`src/rtl/rmc_pkg.sv`:
```
package rmc_pkg;

    localparam int CAPTURE_LEN = 6;

    localparam logic [7:0] COMMA_CHAR = 8'h2C;
    localparam logic [7:0] ZERO_CHAR  = 8'h30;
    localparam logic [7:0] NINE_CHAR  = 8'h39;
    localparam logic [4:0] TIME_FIELD = 5'd1;
    localparam logic [4:0] DATE_FIELD = 5'd9;
    localparam logic [7:0] YEAR_OFFSET = 8'd100;

    typedef enum logic [1:0] {
        STATUS_OK         = 2'd0,
        STATUS_TIME_SHORT = 2'd1,
        STATUS_DATE_SHORT = 2'd2
    } status_t;

    // One finished sentence as handed from the parser to the converter.
    typedef struct packed {
        logic [CAPTURE_LEN-1:0][7:0] time_chars;
        logic [CAPTURE_LEN-1:0][7:0] date_chars;
        logic                        time_full;
        logic                        date_full;
    } record_t;

endpackage

```
`src/rtl/nmea_rmc_time_extractor.sv`:
```
// NMEA RMC time/date extractor. Feed one sentence byte per transfer with
// s_last on the final byte; that byte yields one result transfer holding the
// status and the decoded hour, minute, second, day, zero-based month and
// years since 1900. Bytes are taken one per cycle while s_ready is high,
// with no gaps between sentences; a result passes through the queue and
// the output register before it appears on the m_ side. A two-entry queue
// sits between the parser and the converter, so s_ready drops only while
// the queue holds two finished results, left there by m_ready held low.
module nmea_rmc_time_extractor
    import rmc_pkg::*;
#(
    parameter int MAX_FIELDS = 16,
    parameter int FIELD_LEN  = 16
) (
    input  logic              aclk,
    input  logic              aresetn,
    input  logic              s_valid,
    output logic              s_ready,
    input  logic [7:0]        s_character,
    input  logic              s_last,
    output logic              m_valid,
    input  logic              m_ready,
    output logic [1:0]        m_status,
    output logic [6:0]        m_seconds,
    output logic [6:0]        m_minutes,
    output logic [6:0]        m_hours,
    output logic [6:0]        m_day,
    output logic signed [7:0] m_month,
    output logic [7:0]        m_year_since_1900
);

    logic    rec_valid;
    logic    rec_ready;
    record_t rec_data;
    logic    head_valid;
    logic    head_ready;
    record_t head_data;

    rmc_front #(
        .MAX_FIELDS (MAX_FIELDS),
        .FIELD_LEN  (FIELD_LEN)
    ) u_front (
        .aclk        (aclk),
        .aresetn     (aresetn),
        .s_valid     (s_valid),
        .s_ready     (s_ready),
        .s_character (s_character),
        .s_last      (s_last),
        .rec_valid   (rec_valid),
        .rec_ready   (rec_ready),
        .rec_data    (rec_data)
    );

    rmc_queue u_queue (
        .aclk      (aclk),
        .aresetn   (aresetn),
        .in_valid  (rec_valid),
        .in_ready  (rec_ready),
        .in_data   (rec_data),
        .out_valid (head_valid),
        .out_ready (head_ready),
        .out_data  (head_data)
    );

    rmc_back u_back (
        .aclk              (aclk),
        .aresetn           (aresetn),
        .in_valid          (head_valid),
        .in_ready          (head_ready),
        .in_data           (head_data),
        .m_valid           (m_valid),
        .m_ready           (m_ready),
        .m_status          (m_status),
        .m_seconds         (m_seconds),
        .m_minutes         (m_minutes),
        .m_hours           (m_hours),
        .m_day             (m_day),
        .m_month           (m_month),
        .m_year_since_1900 (m_year_since_1900)
    );

endmodule

```
`src/rtl/rmc_front.sv`:
```
module rmc_front
    import rmc_pkg::*;
#(
    parameter int MAX_FIELDS = 16,
    parameter int FIELD_LEN  = 16
) (
    input  logic       aclk,
    input  logic       aresetn,
    input  logic       s_valid,
    output logic       s_ready,
    input  logic [7:0] s_character,
    input  logic       s_last,
    output logic       rec_valid,
    input  logic       rec_ready,
    output record_t    rec_data
);

    logic [4:0] field_index_reg, field_index_next;
    logic [3:0] char_pos_reg, char_pos_next;
    logic       time_full_reg, time_full_next;
    logic       date_full_reg, date_full_next;
    logic [CAPTURE_LEN-1:0][7:0] time_chars_reg;
    logic [CAPTURE_LEN-1:0][7:0] date_chars_reg;

    logic accept;
    logic active;
    logic is_comma;
    logic capture;
    logic time_hit;
    logic date_hit;
    logic pos_is_end;

    assign s_ready   = rec_ready;
    assign rec_valid = s_valid && s_last;
    assign accept    = s_valid && s_ready;

    assign active   = field_index_reg < 5'(MAX_FIELDS);
    assign is_comma = s_character == COMMA_CHAR;
    assign capture  = active && !is_comma && (char_pos_reg < 4'(FIELD_LEN - 1))
                      && (char_pos_reg < 4'(CAPTURE_LEN));
    assign time_hit   = capture && (field_index_reg == TIME_FIELD);
    assign date_hit   = capture && (field_index_reg == DATE_FIELD);
    assign pos_is_end = char_pos_reg == 4'(CAPTURE_LEN - 1);

    always_comb begin
        field_index_next = field_index_reg;
        char_pos_next    = char_pos_reg;
        time_full_next   = time_full_reg || (time_hit && pos_is_end);
        date_full_next   = date_full_reg || (date_hit && pos_is_end);
        if (active) begin
            if (is_comma) begin
                field_index_next = field_index_reg + 5'd1;
                char_pos_next    = '0;
            end else if (char_pos_reg < 4'(FIELD_LEN - 1)) begin
                char_pos_next = char_pos_reg + 4'd1;
            end
        end
        for (int i = 0; i < CAPTURE_LEN; i++) begin
            rec_data.time_chars[i] = (time_hit && char_pos_reg == 4'(i)) ?
                                     s_character : time_chars_reg[i];
            rec_data.date_chars[i] = (date_hit && char_pos_reg == 4'(i)) ?
                                     s_character : date_chars_reg[i];
        end
        rec_data.time_full = time_full_next;
        rec_data.date_full = date_full_next;
    end

    always_ff @(posedge aclk) begin
        if (!aresetn) begin
            field_index_reg <= '0;
            char_pos_reg    <= '0;
            time_full_reg   <= 1'b0;
            date_full_reg   <= 1'b0;
        end else if (accept) begin
            if (s_last) begin
                field_index_reg <= '0;
                char_pos_reg    <= '0;
                time_full_reg   <= 1'b0;
                date_full_reg   <= 1'b0;
            end else begin
                field_index_reg <= field_index_next;
                char_pos_reg    <= char_pos_next;
                time_full_reg   <= time_full_next;
                date_full_reg   <= date_full_next;
            end
        end
    end

    always_ff @(posedge aclk) begin
        if (accept && time_hit) begin
            time_chars_reg[char_pos_reg[2:0]] <= s_character;
        end
        if (accept && date_hit) begin
            date_chars_reg[char_pos_reg[2:0]] <= s_character;
        end
    end

endmodule

```
`src/rtl/rmc_queue.sv`:
```
module rmc_queue
    import rmc_pkg::*;
(
    input  logic    aclk,
    input  logic    aresetn,
    input  logic    in_valid,
    output logic    in_ready,
    input  record_t in_data,
    output logic    out_valid,
    input  logic    out_ready,
    output record_t out_data
);

    record_t    entries_reg [2];
    logic       wr_ptr_reg;
    logic       rd_ptr_reg;
    logic [1:0] count_reg;
    logic       push;
    logic       pop;

    assign in_ready  = count_reg != 2'd2;
    assign out_valid = count_reg != 2'd0;
    assign out_data  = entries_reg[rd_ptr_reg];
    assign push      = in_valid && in_ready;
    assign pop       = out_valid && out_ready;

    always_ff @(posedge aclk) begin
        if (!aresetn) begin
            wr_ptr_reg <= 1'b0;
            rd_ptr_reg <= 1'b0;
            count_reg  <= '0;
        end else begin
            if (push) begin
                wr_ptr_reg <= !wr_ptr_reg;
            end
            if (pop) begin
                rd_ptr_reg <= !rd_ptr_reg;
            end
            if (push && !pop) begin
                count_reg <= count_reg + 2'd1;
            end else if (pop && !push) begin
                count_reg <= count_reg - 2'd1;
            end
        end
    end

    always_ff @(posedge aclk) begin
        if (push) begin
            entries_reg[wr_ptr_reg] <= in_data;
        end
    end

`ifndef ASSERT_OFF
    assert property (@(posedge aclk) disable iff (!aresetn) count_reg != 2'd3)
        else $error("queue count out of range");
    assert property (@(posedge aclk) disable iff (!aresetn)
        (count_reg == 2'd1 && !pop) |-> (wr_ptr_reg != rd_ptr_reg))
        else $error("queue pointers disagree with count");
    assert property (@(posedge aclk) disable iff (!aresetn)
        (push && !pop && count_reg == 2'd1) |=> !in_ready)
        else $error("queue not full after second entry");
`endif

endmodule

```
`src/rtl/rmc_back.sv`:
```
module rmc_back
    import rmc_pkg::*;
(
    input  logic              aclk,
    input  logic              aresetn,
    input  logic              in_valid,
    output logic              in_ready,
    input  record_t           in_data,
    output logic              m_valid,
    input  logic              m_ready,
    output logic [1:0]        m_status,
    output logic [6:0]        m_seconds,
    output logic [6:0]        m_minutes,
    output logic [6:0]        m_hours,
    output logic [6:0]        m_day,
    output logic signed [7:0] m_month,
    output logic [7:0]        m_year_since_1900
);

    function automatic logic is_digit(input logic [7:0] c);
        is_digit = (c >= ZERO_CHAR) && (c <= NINE_CHAR);
    endfunction

    // atoi over two characters: the first non-digit ends the value.
    function automatic logic [6:0] two_char_value(input logic [7:0] a, input logic [7:0] b);
        logic [6:0] da;
        logic [6:0] db;
        da = {3'b000, a[3:0]};
        db = {3'b000, b[3:0]};
        if (!is_digit(a)) begin
            two_char_value = '0;
        end else if (is_digit(b)) begin
            two_char_value = 7'(da * 7'd10) + db;
        end else begin
            two_char_value = da;
        end
    endfunction

    logic                valid_reg;
    status_t             status_reg, status_next;
    logic [6:0]          seconds_reg, seconds_next;
    logic [6:0]          minutes_reg, minutes_next;
    logic [6:0]          hours_reg, hours_next;
    logic [6:0]          day_reg, day_next;
    logic signed [7:0]   month_reg, month_next;
    logic [7:0]          year_reg, year_next;
    logic                load;

    assign in_ready = !valid_reg || m_ready;
    assign load     = in_valid && in_ready;

    always_comb begin
        status_next  = STATUS_OK;
        seconds_next = '0;
        minutes_next = '0;
        hours_next   = '0;
        day_next     = '0;
        month_next   = '0;
        year_next    = '0;
        if (!in_data.time_full) begin
            status_next = STATUS_TIME_SHORT;
        end else begin
            seconds_next = two_char_value(in_data.time_chars[4], in_data.time_chars[5]);
            minutes_next = two_char_value(in_data.time_chars[2], in_data.time_chars[3]);
            hours_next   = two_char_value(in_data.time_chars[0], in_data.time_chars[1]);
            if (!in_data.date_full) begin
                status_next = STATUS_DATE_SHORT;
            end else begin
                day_next   = two_char_value(in_data.date_chars[0], in_data.date_chars[1]);
                month_next = signed'({1'b0,
                    two_char_value(in_data.date_chars[2], in_data.date_chars[3])} - 8'd1);
                year_next  = {1'b0,
                    two_char_value(in_data.date_chars[4], in_data.date_chars[5])}
                    + YEAR_OFFSET;
            end
        end
    end

    always_ff @(posedge aclk) begin
        if (!aresetn) begin
            valid_reg <= 1'b0;
        end else if (load) begin
            valid_reg <= 1'b1;
        end else if (m_ready) begin
            valid_reg <= 1'b0;
        end
    end

    always_ff @(posedge aclk) begin
        if (load) begin
            status_reg  <= status_next;
            seconds_reg <= seconds_next;
            minutes_reg <= minutes_next;
            hours_reg   <= hours_next;
            day_reg     <= day_next;
            month_reg   <= month_next;
            year_reg    <= year_next;
        end
    end

    assign m_valid           = valid_reg;
    assign m_status          = status_reg;
    assign m_seconds         = seconds_reg;
    assign m_minutes         = minutes_reg;
    assign m_hours           = hours_reg;
    assign m_day             = day_reg;
    assign m_month           = month_reg;
    assign m_year_since_1900 = year_reg;

`ifndef ASSERT_OFF
    assert property (@(posedge aclk) disable iff (!aresetn) load |=> valid_reg)
        else $error("loaded result not presented");
    assert property (@(posedge aclk) disable iff (!aresetn)
        (valid_reg && status_reg == STATUS_TIME_SHORT) |->
        (seconds_reg == 7'd0 && minutes_reg == 7'd0 && hours_reg == 7'd0
         && day_reg == 7'd0 && month_reg == 8'sd0 && year_reg == 8'd0))
        else $error("short time with nonzero fields");
    assert property (@(posedge aclk) disable iff (!aresetn)
        (valid_reg && status_reg == STATUS_DATE_SHORT) |->
        (day_reg == 7'd0 && month_reg == 8'sd0 && year_reg == 8'd0))
        else $error("short date with nonzero date fields");
`endif

endmodule
```
`config.mk`:
```
export PLATFORM = sky130hd
export DESIGN_NAME = nmea_rmc_time_extractor
export DESIGN_NICKNAME = d
export VERILOG_FILES = /design/src/rtl/rmc_pkg.sv /design/src/rtl/nmea_rmc_time_extractor.sv /design/src/rtl/rmc_front.sv /design/src/rtl/rmc_queue.sv /design/src/rtl/rmc_back.sv
export SDC_FILE = /design/constraint.sdc
export NUM_CORES = 1
export LEC_CHECK = 0
export BUFFER_PORTS_ARGS = -buffer_cell sky130_fd_sc_hd__buf_2
export CELL_PAD_IN_SITES_DETAIL_PLACEMENT = 0
export CELL_PAD_IN_SITES_GLOBAL_PLACEMENT = 1
export CORE_ASPECT_RATIO = 1.25
export CORE_MARGIN = 3
export CORE_UTILIZATION = 50
export DETAILED_ROUTE_END_ITERATION = 6
export GPL_TIMING_DRIVEN = 1
export MAX_ROUTING_LAYER = met4
export PLACE_DENSITY_LB_ADDON = 0.1
export SETUP_SLACK_MARGIN = 0.02
export SKIP_CTS_REPAIR_TIMING = 1
export SYNTH_ARGS = -nofsm -noshare
export SYNTH_HDL_FRONTEND = slang
export SYNTH_HIERARCHICAL = 1
export SYNTH_SLANG_ARGS = --single-unit
```
`constraint.sdc`:
```
create_clock -name aclk -period 10.7 [get_ports aclk]
set_clock_uncertainty 0.2 [all_clocks]
set_input_delay 0.535 -clock aclk [delete_from_list [all_inputs] [get_ports aclk]]
set_output_delay 0.535 -clock aclk [all_outputs]
set_load 0.02 [all_outputs]
```
==> flow_summary.json, run 1 <==
{
  "max_slew_margin": 0.178,
  "clk_root_buffer_cell": "sky130_fd_sc_hd__clkbuf_16",
  "cts_tree": "built",
  "hpwlAfterDp_um": 18400,
  "gr-total-overflow": 0,
  "final_min_period_over_clock_period": 0.454,
  "synth-seq-cells": 355,
  "final.min_clock_period_ns": 4.86,
  "detail_route.wirelength_um": 30200,
  "htree_levels": 2,
  "path_delay_family": "adder cells",
  "crit_path_max_incr_delay_ns": 0.81,
  "endpoint_arrival_time_on_the_critical_path_ns": 4.88,
  "port_buffers": 60,
  "worstPathCellList": "buf_4 > mux2_2 > ha_1 > inv_1 > fa_1 > or2_2 > a21oi_1 > ha_1 > nor2b_1 > a32o_1 > a31o_2 > nor4_1 > nor3b_1",
  "floorplan.core_area_um2": 31400,
  "syn_area_per_cell_um2": 15.6,
  "cp_num_buf_inv": 2,
  "syn-num-nets": 1099,
  "route.vias.total": 8492,
  "setup_ws_ns": 5.84,
  "antennaDiodeCount": 0,
  "postSynth.topFlopCell": "sky130_fd_sc_hd__edfxtp_1",
  "initial_util": 0.513,
  "ys.warnings.count": 6,
  "hold_class": "input pin to register",
  "post-route-drc-count": 0,
  "worst_setup_path_end_kind": "register",
  "die_width_um": 166,
  "postRouteAntennaNets": 0,
  "clock_insertion_delay_worst_skew_ns": 0.50,
  "first_pass_grt_wire_length_um": 48300,
  "dieArea_um2": 34400,
  "synth_area_um2": 16100,
  "routed_wire_length_per_instance_um": 19.6,
  "groute.usage.overall": 0.182,
  "outcome": "complete, no violations",
  "crit_fanout": 52,
  "die_y_um": 207,
  "crit_slowest_cell": "sky130_fd_sc_hd__dfxtp_4",
  "postSynth.asyncResetShare": 0,
  "critical-path-top-cell-by-count": "sky130_fd_sc_hd__ha_1",
  "drt_first_iter_violations": 509,
  "unique_cell_type_count_in_the_yosys_netlist": 72,
  "final_layout_size_suffix_gt1_frac": 0.314,
  "timing.final.hold_violations": 0,
  "max_cap_viol_count": 0,
  "vdd_ir_drop_max_uv": 180,
  "pre_repair_dr_iteration_count": 7,
  "synth_enable_flop_cells": 338,
  "timing.fmax_mhz": 206,
  "grt_antenna_before_repair": 0,
  "cts_sinks": 355,
  "viasPerCell": 5.51,
  "numCtsBuffers": 37,
  "grt_max_degree": 53,
  "synthesis.instances": 1029,
  "floorplan.rows": 72,
  "timing.setup.tns_ns": 0,
  "worstMarginPinSlew_ns": 1.22,
  "synth_seq_area_share": 0.652,
  "power.static_leakage_nw": 6.33,
  "finalNetCount": 1182,
  "finalSetupViolCount": 0,
  "path_clk_slew_ns": 0.06,
  "clockBufferDepth": 3,
  "placer_congestion_estimate": 0.832,
  "num_io_pins": 61,
  "area_growth_pct": 12.0,
  "rsz0062_at_grt": "false",
  "number_of_global_route_vias_before_repair": 9007,
  "pre_cts_ws_ns": 5.80,
  "power_per_cell_area_nw_per_um2": 219,
  "worst_ep_required_time_ns": 10.72,
  "worstSetupStartpointType": "register",
  "largest_reg_flops": 196,
  "path_class": "register to register",
  "number_of_max_slew_violations_in_the_final_report": 0
}
[routing by layer]
metal / share of wire / track usage / vias up / routed length (µm)
li1: - / - / 4079 / -
met1: 0.44 / 0.223 / 4224 / 13200
met2: 0.51 / 0.316 / 133 / 15300
met3: 0.029 / 0.0253 / 56 / 874
met4: 0.025 / 0.0560 / 0 / 765
met5: 0 / - / - / 0
[placed cells by master (no fill, tap or decap), drive strengths merged, types with 9 or more instances in the layout]
cell type | netlist | layout
nand3 | 13 | 13
nand2 | 30 | 30
a21oi | 29 | 29
inv | 38 | 39
clkinv | 0 | 13
nor2b | 11 | 11
xor2 | 13 | 13
o21ai | 25 | 25
nor2 | 68 | 68
nor3 | 26 | 26
dfxtp | 17 | 17
fa | 12 | 12
ha | 45 | 45
nand2b | 9 | 9
mux2 | 195 | 195
xnor2 | 16 | 16
mux2i | 14 | 14
clkbuf | 14 | 41
edfxtp | 338 | 338
nand4 | 10 | 10
buf | 16 | 74
[cell usage after synthesis, drive strengths merged (2+ instances only)]
| master | count | area, µm² |
|---|---|---|
| nand4 | 10 | 75.1 |
| a31oi | 2 | 12.5 |
| or2 | 8 | 50.1 |
| a21o | 7 | 52.6 |
| xor2 | 13 | 114 |
| or3 | 5 | 36.3 |
| nor4b | 2 | 23.8 |
| nor4 | 8 | 65.1 |
| nand3 | 13 | 65.1 |
| nor2b | 11 | 68.8 |
| dfxtp | 17 | 340 |
| xnor2 | 16 | 140 |
| or4 | 2 | 15.0 |
| mux2i | 14 | 140 |
| a21oi | 29 | 153 |
| nand2 | 30 | 120 |
| edfxtp | 338 | 10100 |
| o21ai | 25 | 136 |
| inv | 38 | 143 |
| and3 | 3 | 18.8 |
| o2111ai | 2 | 17.5 |
| a221o | 2 | 20.0 |
| nand2b | 9 | 63.8 |
| and2 | 8 | 50.1 |
| a21boi | 4 | 30.0 |
| clkbuf | 14 | 52.6 |
| o211ai | 3 | 22.5 |
| a211oi | 4 | 30.0 |
| o31ai | 3 | 22.5 |
| mux2 | 195 | 2270 |
| o21a | 2 | 15.0 |
| buf | 16 | 115 |
| nor2 | 68 | 260 |
| nand3b | 6 | 45.0 |
| nor3 | 26 | 160 |
| ha | 45 | 563 |
| fa | 12 | 240 |
[area by class of cell]
class / count / area, µm²
fill: 2518 / 13300
sequential: 355 / 10500
multi-input combinational: 606 / 5300
clock buffer: 41 / 941
tap: 407 / 509
timing repair buffer: 74 / 405
clock inverter: 20 / 224
inverter: 38 / 145
[where the power goes]
group          leakage (nW)  total [W]  switching [W]  internal, W
logic                  2.51   0.000963       0.000572     0.000391
registers              3.25    0.00173      0.0000593      0.00167
clock network         0.573    0.00124       0.000493     0.000750
[final timing paths]
kind                               from                           to  slack [ns]  cells past startpoint
hold reg to reg   u_front/time_full_reg        u_front/time_full_reg        0.25                      2
setup reg to reg               register  u_back/m_year_since_1900[6]        5.84                     13
setup / recovery               register  u_back/m_year_since_1900[6]        5.84                     13
hold / removal                  aresetn           u_queue/wr_ptr_reg        0.17                      2
[through the flow]
| step | cell area, µm² | total power (W) | util | std cells | hold slack [ns] |
|---|---|---|---|---|---|
| final | 18000 | 0.00394 | 0.575 | 1541 | 0.174 |
| after global routing | 18000 | 0.00414 | 0.575 | 1541 | 0.174 |
| after CTS | 18000 | 0.00399 | 0.575 | 1541 | 0.156 |
| after detailed placement | 16900 | 0.00274 | 0.538 | 1480 | 0.238 |
| after global placement | 16900 | 0.00273 | 0.538 | 1480 | 0.228 |
| after floorplan | 16100 | 0.00249 | - | 1029 | 0.216 |
[kinds of logic (layout without fill, tap and decap cells)]
family,after synthesis,after routing,synth area share
AND/OR/NAND/NOR,215,215,0.0741
XOR/XNOR,29,29,0.0158
buffers and inverters,68,173,0.0193
flip-flops,355,355,0.652
adder cells (fa/ha/maj),57,57,0.0499
AO/OA/AOI/OAI,96,96,0.0394
multiplexers,209,209,0.150
No activity file was read; power rests on OpenSTA's default activity.
==> run 2: changes to the inputs <==
==> constraint.sdc (replaced) <==
create_clock -name aclk -period 4.7 [get_ports aclk]
set_clock_uncertainty 0.2 [all_clocks]
set_input_delay 0.235 -clock aclk [delete_from_list [all_inputs] [get_ports aclk]]
set_output_delay 0.235 -clock aclk [all_outputs]
set_load 0.02 [all_outputs]
==> flow_summary.json, run 2 (same netlist as run 1, synthesis figures left out) <==
{
  "outcome": "complete, no violations",
  "finalNetCount": 1192,
  "crit_path_max_incr_delay_ns": 0.57,
  "mostFrequentLayoutCells": "sky130_fd_sc_hd__edfxtp_1 (338), sky130_fd_sc_hd__mux2_2 (175), sky130_fd_sc_hd__nor2_1 (66), sky130_fd_sc_hd__buf_2 (60), sky130_fd_sc_hd__ha_1 (45)",
  "worstMarginPinSlew_ns": 1.18,
  "viasPerCell": 5.51,
  "timing.setup.tns_ns": 0,
  "critical-path-top-cell-by-count": "sky130_fd_sc_hd__ha_1",
  "placer_congestion_estimate": 0.824,
  "reg2reg_setup_slack_ns": 0.97,
  "post-route-drc-count": 0,
  "floorplan.core_area_um2": 31400,
  "gr-total-overflow": 0,
  "largest_reg_flops": 196,
  "whs_endpoint": "u_queue/wr_ptr_reg",
  "clockBufferDepth": 3,
  "die_y_um": 207,
  "path_delay_family": "adder cells",
  "worst_ep_required_time_ns": 4.76,
  "worstSetupStartpointType": "register",
  "floorplan.rows": 72,
  "grt_antenna_before_repair": 0,
  "vdd_ir_drop_max_uv": 392,
  "worst_setup_path_end_kind": "register",
  "cts_tree": "built",
  "max_slew_margin": 0.205,
  "worstPathCellList": "mux2_2 > ha_1 > inv_1 > fa_1 > or2_2 > a21oi_1 > ha_1 > nor2b_1 > a32o_1 > a31o_2 > nor4_1 > nor3b_1",
  "power.static_leakage_nw": 6.36,
  "dieArea_um2": 34400,
  "die_width_um": 166,
  "path_class": "register to register",
  "port_buffers": 60,
  "final_layout_size_suffix_gt1_frac": 0.311,
  "detail_route.wirelength_um": 30700,
  "postRouteAntennaNets": 0,
  "finalPower_w": 0.00894,
  "rsz0062_at_grt": "false",
  "hold_class": "input pin to register",
  "crit_fanout": 26,
  "path_clk_slew_ns": 0.06,
  "clock_insertion_delay_worst_skew_ns": 0.52,
  "mostFrequentLayoutCell": "sky130_fd_sc_hd__edfxtp_1",
  "min-delay-start": "s_valid",
  "routed_wire_length_per_instance_um": 19.8,
  "final_min_period_over_clock_period": 0.793,
  "initial_util": 0.513,
  "grt_max_degree": 64,
  "min_delay_path_depth": 4,
  "cp_num_buf_inv": 1,
  "filler_cell_count": 2525,
  "route.vias.total": 8559,
  "timing.hold.ws_ns": 0.0576,
  "worstRegToRegCells": 12,
  "timing.final.hold_violations": 0,
  "power_per_cell_area_nw_per_um2": 494,
  "htree_levels": 2,
  "groute.usage.overall": 0.186,
  "antennaDiodeCount": 0,
  "numCtsBuffers": 36,
  "number_of_max_slew_violations_in_the_final_report": 0,
  "clk_root_buffer_cell": "sky130_fd_sc_hd__clkbuf_16",
  "max_cap_viol_count": 0,
  "finalSetupViolCount": 0,
  "hpwlAfterDp_um": 19500,
  "area_growth_pct": 12.4,
  "first_pass_grt_wire_length_um": 49000,
  "num_io_pins": 61,
  "cts_sinks": 355,
  "timing.fmax_mhz": 268,
  "number_of_global_route_vias_before_repair": 8792,
  "endpoint_arrival_time_on_the_critical_path_ns": 3.78,
  "final.min_clock_period_ns": 3.73,
  "crit_slowest_cell": "sky130_fd_sc_hd__dfxtp_4",
  "drt_first_iter_violations": 594,
  "worst_r2r_endpoint": "u_back/m_year_since_1900[6]",
  "pre_repair_dr_iteration_count": 6
}
run 2: cell types whose count changed in the layout (fill, tap and decap cells not counted), moves of 2 or more:
cell | before | now
sky130_fd_sc_hd__dlygate4sd3_1 | 0 | 5
sky130_fd_sc_hd__buf_4 | 14 | 20
sky130_fd_sc_hd__clkbuf_1 | 4 | 9
sky130_fd_sc_hd__bufinv_16 | 5 | 3
sky130_fd_sc_hd__clkinv_1 | 6 | 8
sky130_fd_sc_hd__clkinv_2 | 7 | 3
run 2: how the worst max path moves through the flow:
stage | start | slack, ns | to | cells after the start
5_1_grt | register | 0.74 | u_back/m_year_since_1900[6] | 12
3_5_place_dp | register | 0.99 | u_back/m_year_since_1900[6] | 12
3_3_place_gp | register | 1.02 | u_back/m_year_since_1900[6] | 12
2_1_floorplan | register | 1.12 | u_back/m_year_since_1900[6] | 14
6_report | register | 0.97 | u_back/m_year_since_1900[6] | 12
4_1_cts | register | 0.96 | u_back/m_year_since_1900[6] | 12
run 2: tightest hold or removal path, cell delays in order:
cell	delay, ns
sky130_fd_sc_hd__buf_2	0.08
sky130_fd_sc_hd__and2_1	0.19
sky130_fd_sc_hd__a21bo_2	0.14
sky130_fd_sc_hd__a21boi_0	0.07
run 2: through the flow:
| step | std cells | util | area (µm²) | setup WS, ns |
|---|---|---|---|---|
| after floorplan | 1029 | - | 16100 | 1.12 |
| after global placement | 1486 | 0.539 | 16900 | 1.02 |
| after detailed placement | 1486 | 0.539 | 16900 | 0.991 |
| after CTS | 1549 | 0.575 | 18000 | 0.960 |
| after global routing | 1554 | 0.577 | 18100 | 0.736 |
| final | 1554 | 0.577 | 18100 | 0.974 |
run 2: power by group:
group | internal, W | leakage (nW) | switching [W]
Sequential | 0.00381 | 3.25 | 0.000107
Combinational | 0.000904 | 2.56 | 0.00135
Clock | 0.00164 | 0.546 | 0.00113
run 2: cell type report:
cell class	count	area, µm²	area share
well taps	407	509	0.0282
multi-input cells	606	5300	0.293
clock buffers	47	985	0.0544
repair buffers	85	500	0.0277
inverters	38	145	0.00803
clock inverters	16	150	0.00830
flip-flops and latches	355	10500	0.580
run 2: metal layers:
layer / global-route usage / vias to the layer above / part of all wire
li1: - / 4103 / -
met1: 0.244 / 4300 / 0.45
met2: 0.312 / 117 / 0.50
met3: 0.0269 / 39 / 0.030
met4: 0.0466 / 0 / 0.019
met5: - / - / 0
==> run 3: changes to the inputs <==
--- a/config.mk
+++ b/config.mk
@@ -5,12 +5,13 @@
 export SDC_FILE = /design/constraint.sdc
 export NUM_CORES = 1
 export LEC_CHECK = 0
+export ABC_AREA = 1
 export BUFFER_PORTS_ARGS = -buffer_cell sky130_fd_sc_hd__buf_2
 export CELL_PAD_IN_SITES_DETAIL_PLACEMENT = 0
 export CELL_PAD_IN_SITES_GLOBAL_PLACEMENT = 1
 export CORE_ASPECT_RATIO = 1.25
 export CORE_MARGIN = 3
-export CORE_UTILIZATION = 50
+export CORE_UTILIZATION = 46
 export DETAILED_ROUTE_END_ITERATION = 6
 export GPL_TIMING_DRIVEN = 1
 export MAX_ROUTING_LAYER = met4
==> constraint.sdc (replaced) <==
create_clock -name aclk -period 3.05 [get_ports aclk]
set_clock_uncertainty 0.2 [all_clocks]
set_input_delay 0.1525 -clock aclk [delete_from_list [all_inputs] [get_ports aclk]]
set_output_delay 0.1525 -clock aclk [all_outputs]
set_load 0.02 [all_outputs]
==> flow_summary.json, run 3 <==
{
  "grt_max_degree": 99,
  "finalSetupViolCount": 0,
  "postSynth.topFlopCell": "sky130_fd_sc_hd__edfxtp_1",
  "synth_largest_type_area_fraction": 0.618,
  "detail_route.wirelength_um": 34100,
  "power.static_leakage_nw": 7.32,
  "vdd_ir_drop_max_uv": 597,
  "cts_tree": "built",
  "min_delay_path_depth": 5,
  "worstPathCellList": "buf_6 > mux2_4 > ha_4 > ha_2 > inv_2 > fa_1 > inv_2 > nand4_1 > nand3_1 > nand2_1 > nor2_2 > nand3_1 > nand2_1 > nor2_1",
  "setup_ws_ns": 0.105,
  "drt_first_iter_violations": 624,
  "power_per_cell_area_nw_per_um2": 799,
  "groute.usage.overall": 0.188,
  "whs_endpoint": "u_front/date_full_reg",
  "synth_compound_area_frac": 0.0621,
  "final_min_period_over_clock_period": 0.965,
  "post-route-drc-count": 0,
  "timing.hold.ws_ns": 0.0212,
  "synth_xor_xnor_area_share": 0.0111,
  "synth_enable_flop_cells": 338,
  "route.vias.total": 9663,
  "initial_util": 0.472,
  "clockBufferDepth": 3,
  "htree_levels": 2,
  "final_layout_size_suffix_gt1_frac": 0.256,
  "syn_area_per_cell_um2": 12.7,
  "postSynth.asyncResetShare": 0,
  "top_count_cell_post_synth": "sky130_fd_sc_hd__edfxtp_1",
  "area_growth_pct": 15.8,
  "worst_r2r_endpoint": "u_back/m_year_since_1900[6]",
  "unique_cell_type_count_in_the_yosys_netlist": 45,
  "endpoint_arrival_time_on_the_critical_path_ns": 3.02,
  "post_synth_and_or_nand_nor_area_fraction": 0.123,
  "viasPerCell": 5.05,
  "finalNetCount": 1490,
  "final.min_clock_period_ns": 2.94,
  "outcome": "complete, no violations",
  "filler_cell_count": 3032,
  "worst_ep_required_time_ns": 3.13,
  "die_width_um": 175,
  "synthesis.instances": 1290,
  "combinational_family_with_the_most_area_after_synthesis": "simple AND/OR/NAND/NOR gates",
  "max_slew_margin": 0.436,
  "hpwlAfterDp_um": 22000,
  "worstSetupStartpointType": "register",
  "cts_sinks": 355,
  "crit_fanout": 8,
  "numCtsBuffers": 38,
  "mostFrequentLayoutCell": "sky130_fd_sc_hd__edfxtp_1",
  "clk_root_buffer_cell": "sky130_fd_sc_hd__clkbuf_16",
  "path_clk_slew_ns": 0.06,
  "first_pass_grt_wire_length_um": 53800,
  "crit_path_max_incr_delay_ns": 0.45,
  "post_synth_mux_area_share": 0.0718,
  "grt_antenna_before_repair": 0,
  "floorplan.rows": 76,
  "synth_area_um2": 16400,
  "clock_insertion_delay_worst_skew_ns": 0.53,
  "antennaDiodeCount": 0,
  "largest_reg_flops": 196,
  "path_class": "register to register",
  "gr-total-overflow": 0,
  "routed_wire_length_per_instance_um": 17.8,
  "yosys.area_share.adder": 0.0489,
  "most_numerous_cell_types_in_the_synthesized_netlist": "sky130_fd_sc_hd__edfxtp_1 (338), sky130_fd_sc_hd__nand2_1 (223), sky130_fd_sc_hd__inv_1 (110), sky130_fd_sc_hd__nor2_1 (85), sky130_fd_sc_hd__mux2_2 (78)",
  "timing.fmax_mhz": 340,
  "number_of_max_slew_violations_in_the_final_report": 0,
  "pre_cts_ws_ns": 0.0389,
  "synth_seq_area_share": 0.639,
  "dieArea_um2": 38000,
  "mostFrequentLayoutCells": "sky130_fd_sc_hd__edfxtp_1 (338), sky130_fd_sc_hd__nand2_1 (223), sky130_fd_sc_hd__inv_1 (107), sky130_fd_sc_hd__nor2_1 (82), sky130_fd_sc_hd__mux2_2 (73)",
  "hold_class": "input pin to register",
  "synthTopCellsByArea": "sky130_fd_sc_hd__edfxtp_1 (62%), sky130_fd_sc_hd__mux2_2 (5.4%), sky130_fd_sc_hd__nand2_1 (5.1%), sky130_fd_sc_hd__ha_1 (3.4%), sky130_fd_sc_hd__inv_1 (2.5%)",
  "syn-num-nets": 1360,
  "worstRegToRegCells": 14,
  "pre_repair_dr_iteration_count": 5,
  "num_io_pins": 61,
  "synth-seq-cells": 355,
  "crit_slowest_cell": "sky130_fd_sc_hd__dfxtp_4",
  "placer_congestion_estimate": 0.837,
  "postRouteAntennaNets": 0,
  "synth_top_area_cell": "sky130_fd_sc_hd__edfxtp_1",
  "floorplan.core_area_um2": 34800,
  "min-delay-start": "s_valid",
  "ys.warnings.count": 6,
  "worstMarginPinSlew_ns": 0.846,
  "reg2reg_setup_slack_ns": 0.11,
  "max_cap_viol_count": 0,
  "port_buffers": 60,
  "number_of_global_route_vias_before_repair": 9821,
  "timing.final.hold_violations": 0,
  "rsz0062_at_grt": "true",
  "worst_setup_path_end_kind": "register",
  "final_core_utilization": 0.546,
  "die_y_um": 217,
  "timing.setup.tns_ns": 0
}
-- run 3: cell count changes in the layout (fill, tap and decap cells not counted), sizes merged, moves of 9 or more --
cell,before,now
nand2,30,234
o21ai,25,124
mux2,195,98
inv,38,121
nand3,13,63
buf,80,117
nor2,68,99
nor3,26,11
mux2i,14,0
xnor2,16,2
nor2b,11,0
a21oi,29,38
nand2b,9,0
-- run 3: routing by layer --
metal  up-vias  global-route usage  wire [µm]
met5         -                   -          0
li1       4810                   -          -
met1      4642               0.236      15000
met4         0              0.0546        942
met3        57              0.0232       1090
met2       154               0.324      17100
-- run 3: worst max-delay path by stage --
stage / cells after the start / endpoint / start
6_report: 14 / u_back/m_year_since_1900[6] / register
5_1_grt: 14 / u_back/m_month[6] / register
4_1_cts: 9 / u_back/m_minutes[6] / register
3_5_place_dp: 9 / u_back/m_minutes[6] / register
3_3_place_gp: 9 / u_back/m_minutes[6] / register
2_1_floorplan: 4 / u_queue/entries_reg[0][0] / u_queue/count_reg[0]
-- run 3: layout make-up --
| class | instances | area, µm² | area share |
|---|---|---|---|
| tap | 468 | 586 | 0.0308 |
| clock inverter | 15 | 240 | 0.0126 |
| sequential | 355 | 10500 | 0.552 |
| inverter | 120 | 452 | 0.0238 |
| multi-input combinational | 777 | 5310 | 0.279 |
| timing repair buffer | 128 | 907 | 0.0477 |
| clock buffer | 49 | 1020 | 0.0538 |
-- run 3: logic make-up after synthesis --
kind of cell             Yosys count
AO/OA/AOI/OAI                    177
XOR/XNOR                          20
adder cells (fa/ha/maj)           57
buffers and inverters            158
flip-flops                       355
multiplexers                      98
AND/OR/NAND/NOR                  425
-- run 3: where the power goes --
part | internal (W) | total [W] | switching, W | leakage (nW)
combinational | 0.00177 | 0.00442 | 0.00265 | 3.45
sequential | 0.00591 | 0.00606 | 0.000150 | 3.26
clock | 0.00288 | 0.00470 | 0.00182 | 0.616
total | 0.0106 | 0.0152 | 0.00462 | 7.32
-- run 3: per-stage QoR --
step / total power, W / cell area, µm² / instances
4_1_cts: 0.0153 / 18800 / 1900
3_3_place_gp: 0.0105 / 17500 / 1836
2_1_floorplan: 0.00933 / 16400 / 1290
5_1_grt: 0.0161 / 19000 / 1912
6_report: 0.0152 / 19000 / 1912
3_5_place_dp: 0.0105 / 17500 / 1836
-- run 3: worst max-delay path, delay by kind of cell (launching register included) --
family                     cells  cell delay [ns]
DFF                            1             0.45
and+or+nand+nor                7             0.61
muxes                          1             0.32
buffers and inverters          3             0.25
adders and majority gates      3             0.87
